==> src/rtl/mef_pkg.sv <==
// Shared types and constants of the majority element finder.
// No dependencies; every other file of the block imports this package.
package mef_pkg;

    // Store capacity and the widths that follow from it.
    localparam int MAX_ITEMS = 1024;
    localparam int ADDR_W    = $clog2(MAX_ITEMS);
    localparam int CNT_W     = $clog2(MAX_ITEMS + 1);

    // Fixed field widths of the channels.
    localparam int DATA_W = 32;
    localparam int OCC_W  = 11;

    typedef enum logic [1:0] {
        ST_LOAD,
        ST_VERIFY,
        ST_FINISH
    } mef_state_t;

    // Commands from the controller to the datapath.
    typedef struct packed {
        logic load_en;   // input channel is open
        logic rd_issue;  // read the next stored element
        logic publish;   // load the result register and clear the array state
    } mef_cmd_t;

    // Status from the datapath to the controller.
    typedef struct packed {
        logic scan_end;    // every stored element has been read
        logic rd_pending;  // a read is in flight
        logic out_free;    // the result register can take a new result
    } mef_sts_t;

endpackage

==> src/rtl/mef_ctrl.sv <==
// Controller state machine of the majority element finder.
// Depends on mef_pkg; drives the commands of mef_datapath.
module mef_ctrl
    import mef_pkg::*;
(
    input  logic     clk,
    input  logic     rst_n,
    input  logic     in_accept,
    input  logic     in_last,
    input  mef_sts_t sts,
    output mef_cmd_t cmd
);

    mef_state_t state_reg, state_next;

    always_comb
    begin
        state_next = state_reg;
        case (state_reg)
            ST_LOAD:
            begin
                if (in_accept && in_last)
                begin
                    state_next = ST_VERIFY;
                end
            end
            ST_VERIFY:
            begin
                if (sts.scan_end && !sts.rd_pending)
                begin
                    state_next = ST_FINISH;
                end
            end
            ST_FINISH:
            begin
                if (sts.out_free)
                begin
                    state_next = ST_LOAD;
                end
            end
            default:
            begin
                state_next = ST_LOAD;
            end
        endcase
    end

    always_comb
    begin
        cmd = '0;
        case (state_reg)
            ST_LOAD:
            begin
                cmd.load_en = 1'b1;
            end
            ST_VERIFY:
            begin
                cmd.rd_issue = !sts.scan_end;
            end
            ST_FINISH:
            begin
                cmd.publish = sts.out_free;
            end
            default:
            begin
                cmd = '0;
            end
        endcase
    end

    always_ff @(posedge clk or negedge rst_n)
    begin
        if (!rst_n)
        begin
            state_reg <= ST_LOAD;
        end
        else
        begin
            state_reg <= state_next;
        end
    end

endmodule

==> config.mk <==
export PLATFORM = sky130hd
export DESIGN_NAME = mef_ctrl
export DESIGN_NICKNAME = d
export VERILOG_FILES = /design/src/rtl/mef_pkg.sv /design/src/rtl/mef_ctrl.sv
export SDC_FILE = /design/constraint.sdc
export NUM_CORES = 1
export LEC_CHECK = 0
export CAP_MARGIN = 10
export CORE_AREA = 2 2 39 41
export CTS_CLUSTER_DIAMETER = 200
export DETAILED_ROUTE_END_ITERATION = 6
export DIE_AREA = 0 0 41 43
export DONT_BUFFER_PORTS = 1
export PLACE_DENSITY_LB_ADDON = 0.25
export SLEW_MARGIN = 20
export SYNTH_ARGS = -nofsm -noshare
export SYNTH_HDL_FRONTEND = slang
export SYNTH_SLANG_ARGS = --single-unit
==> constraint.sdc <==
create_clock -name clk -period 1.8 [get_ports clk]
set_input_delay 0.27 -clock clk [delete_from_list [all_inputs] [get_ports clk]]
set_output_delay 0.27 -clock clk [all_outputs]
set_load 0.005 [all_outputs]
* Word level (Yosys, flattened, before mapping) *
Cells that the tools add are included.

word-level totals
  output and inout port bits = 3
  flip-flop bits (word level) = 2
  word-level logic and storage cells = 19

operators by class
  multiplexer cells = 7
  equality and inequality tests = 5
  reductions and logical operators = 6

operators by type and width
  operator                                                                number
  2-bit two-way mux                                                       3
  2-bit != test (second input constant)                                   3
  2-bit case mux with 3 select lines                                      1
  1-bit two-way mux                                                       3
  3-bit AND reduction                                                     1
  2-bit by 1-bit equality test with 1-bit output (second input constant)  1
  2-bit equality test (second input constant)                             1
  1-bit logical AND                                                       2
  1-bit zero test                                                         2
  2-bit zero test                                                         1

* Depth between registers and ports, before layout *
  depth in word-level cells = 4
  gate-level depth with buffers = 2
  depth with buffers taken out = 2

* Worst setup path after synthesis *
OpenSTA, ideal clock, no wires.

  kind = register to output
  start point = register state_reg[1]
  end point = output cmd[1] (netlist bit)
  cell stages (with the launch flop) = 3
  data arrival time = 649 ps
  path buffers = 0
  setup slack = 881 ps
  cell sequence = dfrtp_1 -> nand2b_1 -> nor2_1

RTL lines
  item                      RTL line        RTL
  start: declaration        mef_ctrl.sv:14  mef_state_t state_reg, state_next;
  start signal: assignment  mef_ctrl.sv:79  state_reg <= state_next;
  end: declaration          mef_ctrl.sv:11  output mef_cmd_t cmd

==> summary.md <==
| Metric | Value |
|---|---|
| Worst Setup Path Type | flip-flop to output port |
| Placed cells | 29 |
| Sequential area share after synthesis | 39.6% |
| Synth Register Bits | 2 |
| Status | complete, no violations |
| Avg Inst Size Synth | 9.03 um^2 |
| Most frequent cells in the layout | nor2_1 (3), clkbuf_4 (3), inv_1 (2), nand2b_1 (2), dfrtp_1 (2) |
| Post-synthesis cell type count | 9 |
| Total Neg Setup Slack | 0 ns |
| Internal power | 153 uW |
| Die height | 43 um |
| Via count | 108 |
| GRT Total Usage | 5.81% |
| Finished Layout Cells | 33 |
| Chip width | 41 um |
| Clk_lat worst skew | 0.22 ns |
| DRC | 0 |
| Overall power | 219 uW |
| Slew Limit Fails | 0 |
| Net Sw Frac | 29.9% |
| Mapped Nets | 21 |
| Nets@finish | 26 |
| IO Pins | 10 |
| Max reg flops | 2 |
| Clock network power share | 44.9% |
| Final period util | 68.0% |
| Core area | 1380 um^2 |
| Num rows | 14 |
| First-pass GRT wire length | 510 um |
| CP endpoint kind | output port |
| Min-delay worst type | input pin to flip-flop |
| Max-cap viol count | 0 |
| Synth Warn # | 0 |
| Antenna-violating nets left | 0 |
| Slew HR | 84.8% |
| Largest net degree at the start of global routing | 4 |
| Share of cells above drive strength 1 | 23.5% |
| Min Tclk post-route | 1.22 ns |
| Finish-stage setup viols | 0 |
| Final HPWL DP | 274 um |
| Power Dens Cells | 1280 nW/um^2 |
| Combinational Power Share | 24.2% |
| Fillers | 157 |
| Syn Inst Count | 14 |
| Startpoint types | flip-flop |
| CTS root buf | clkbuf_4 |
| Leakage power | 0.0732 nW |
| Arrival @ worst endpoint | 0.95 ns |
| Antenna cells | 0 |
| Flop pwr share | 31.0% |
| FMAX | 0.817 GHz |
| Via density | 3.27 |
| Largest buffer count on any clock path | 2 |
| RSZ-0062 raised after global routing | no |
| CTS buffer count | 3 |
| Psw | 65.5 uW |
| Worst reg2reg setup slack | 0.93 ns |
| Final Hold Vio Count | 0 |
| Clk_skew | 0.00224 ns |
| DR pass1 iterations | 1 |
| Layout overhead on the synthesized area | 35.6% |
| Worst-path clk slew | 0.03 ns |
| Grt ovf | 0 |
| DR iter-0 viols | 0 |
| Routed length per placed instance | 10.6 um |
| Vias in the first global route | 140 |
| Clk sinks | 2 |
| Peak VDD IR | 0.000151 V |
| Area taken by multi-input logic gates | 61.3 um^2 |
| Initial Util | 9.13% |
| Depth of the CTS H-tree | 1 |
| Post-CTS setup buffer count | 0 |
| Critical path fanouts, max | 3 |
| TritonCTS clock tree | yes |
| Drt total wl | 349 um |
| FF/Latch Area | 50.0 um^2 |
| IO buf count | 0 |
| Mapped Area | 126 um^2 |
| Worst slew pin tran | 0.227 ns |
| Initial antenna violation count | 0 |
| Die area | 1760 um^2 |
| Worst EP required | 1.53 ns |
| Placer Congestion | 0.544 |
area by class of cell:
class                   count  share of cell area [%]
repair buffers              1                    5.84
multi-input cells           9                    35.8
inverters                   2                    4.38
flip-flops and latches      2                    29.2
clock buffers               3                    13.1
well taps                  16                    11.7
power by group through the flow:
| stage | sequential, mW | combinational (mW) | clock, mW |
|---|---|---|---|
| 3_5_place_dp | 0.0674 | 0.0503 | 0 |
| 6_report | 0.0677 | 0.0529 | 0.0981 |
| 2_1_floorplan | 0.0655 | 0.0552 | 0 |
| 4_1_cts | 0.0680 | 0.0529 | 0.106 |
| 5_1_grt | 0.0696 | 0.0597 | 0.108 |
| 3_3_place_gp | 0.0668 | 0.0464 | 0 |
per-layer routing:
metal,global-route usage [%],vias to the layer above,part of all wire [%]
met4,8.00,0,0
li1,-,50,-
met5,0,-,0
met1,3.51,48,35
met3,7.85,0,28
met2,6.25,10,37
cells in the mapped netlist, drive strengths merged:
library cell / instances / area [um^2]
nor2: 3 / 11.3
nand2b: 2 / 12.5
o32ai: 1 / 16.3
nor2b: 1 / 6.26
o2bb2ai: 1 / 8.76
buf: 1 / 7.51
dfrtp: 2 / 50.1
inv: 2 / 7.51
and2: 1 / 6.26
through the flow:
stage / hold WS [ns] / instance area (um^2) / setup WS, ns / utilization [%]
6_report: 0.138 / 171 / 0.577 / 12.4
5_1_grt: 0.138 / 171 / 0.498 / 12.4
4_1_cts: 0.130 / 171 / 0.557 / 12.4
3_5_place_dp: -0.0255 / 139 / 0.818 / 10.0
3_3_place_gp: -0.0255 / 139 / 0.831 / 10.0
2_1_floorplan: -0.0256 / 126 / 0.881 / -
what timing repair did:
item | 4_1_cts | 5_1_grt
gates resized for setup | 0 | 0
hold buffers | 1 | 0
endpoints found under the hold margin | 2 | 0
cell families after synthesis:
| kind of cell | count (synthesis) | synth area share (%) |
|---|---|---|
| simple gates | 7 | 28.7 |
| buf+inv | 3 | 11.9 |
| compound gates | 2 | 19.8 |
| flops | 2 | 39.6 |
critical path, stage by stage (launching register included):
cell and delay [ns]:
dfrtp_1 0.38, nand2b_1 0.18, nor2_1 0.17
path summary, 6_finish.rpt:
kind	endpoint	from	depth (start not counted)
setup / recovery	cmd[0]	state_reg[0]	2
hold / removal	state_reg[1]	sts[0]	1
setup reg to reg	state_reg[1]	state_reg[1]	2
hold reg to reg	state_reg[0]	state_reg[1]	2
max in group asynchronous	state_reg[1]	rst_n	1
min in group asynchronous	state_reg[0]	rst_n	1
No activity file was read; power rests on OpenSTA's default activity.
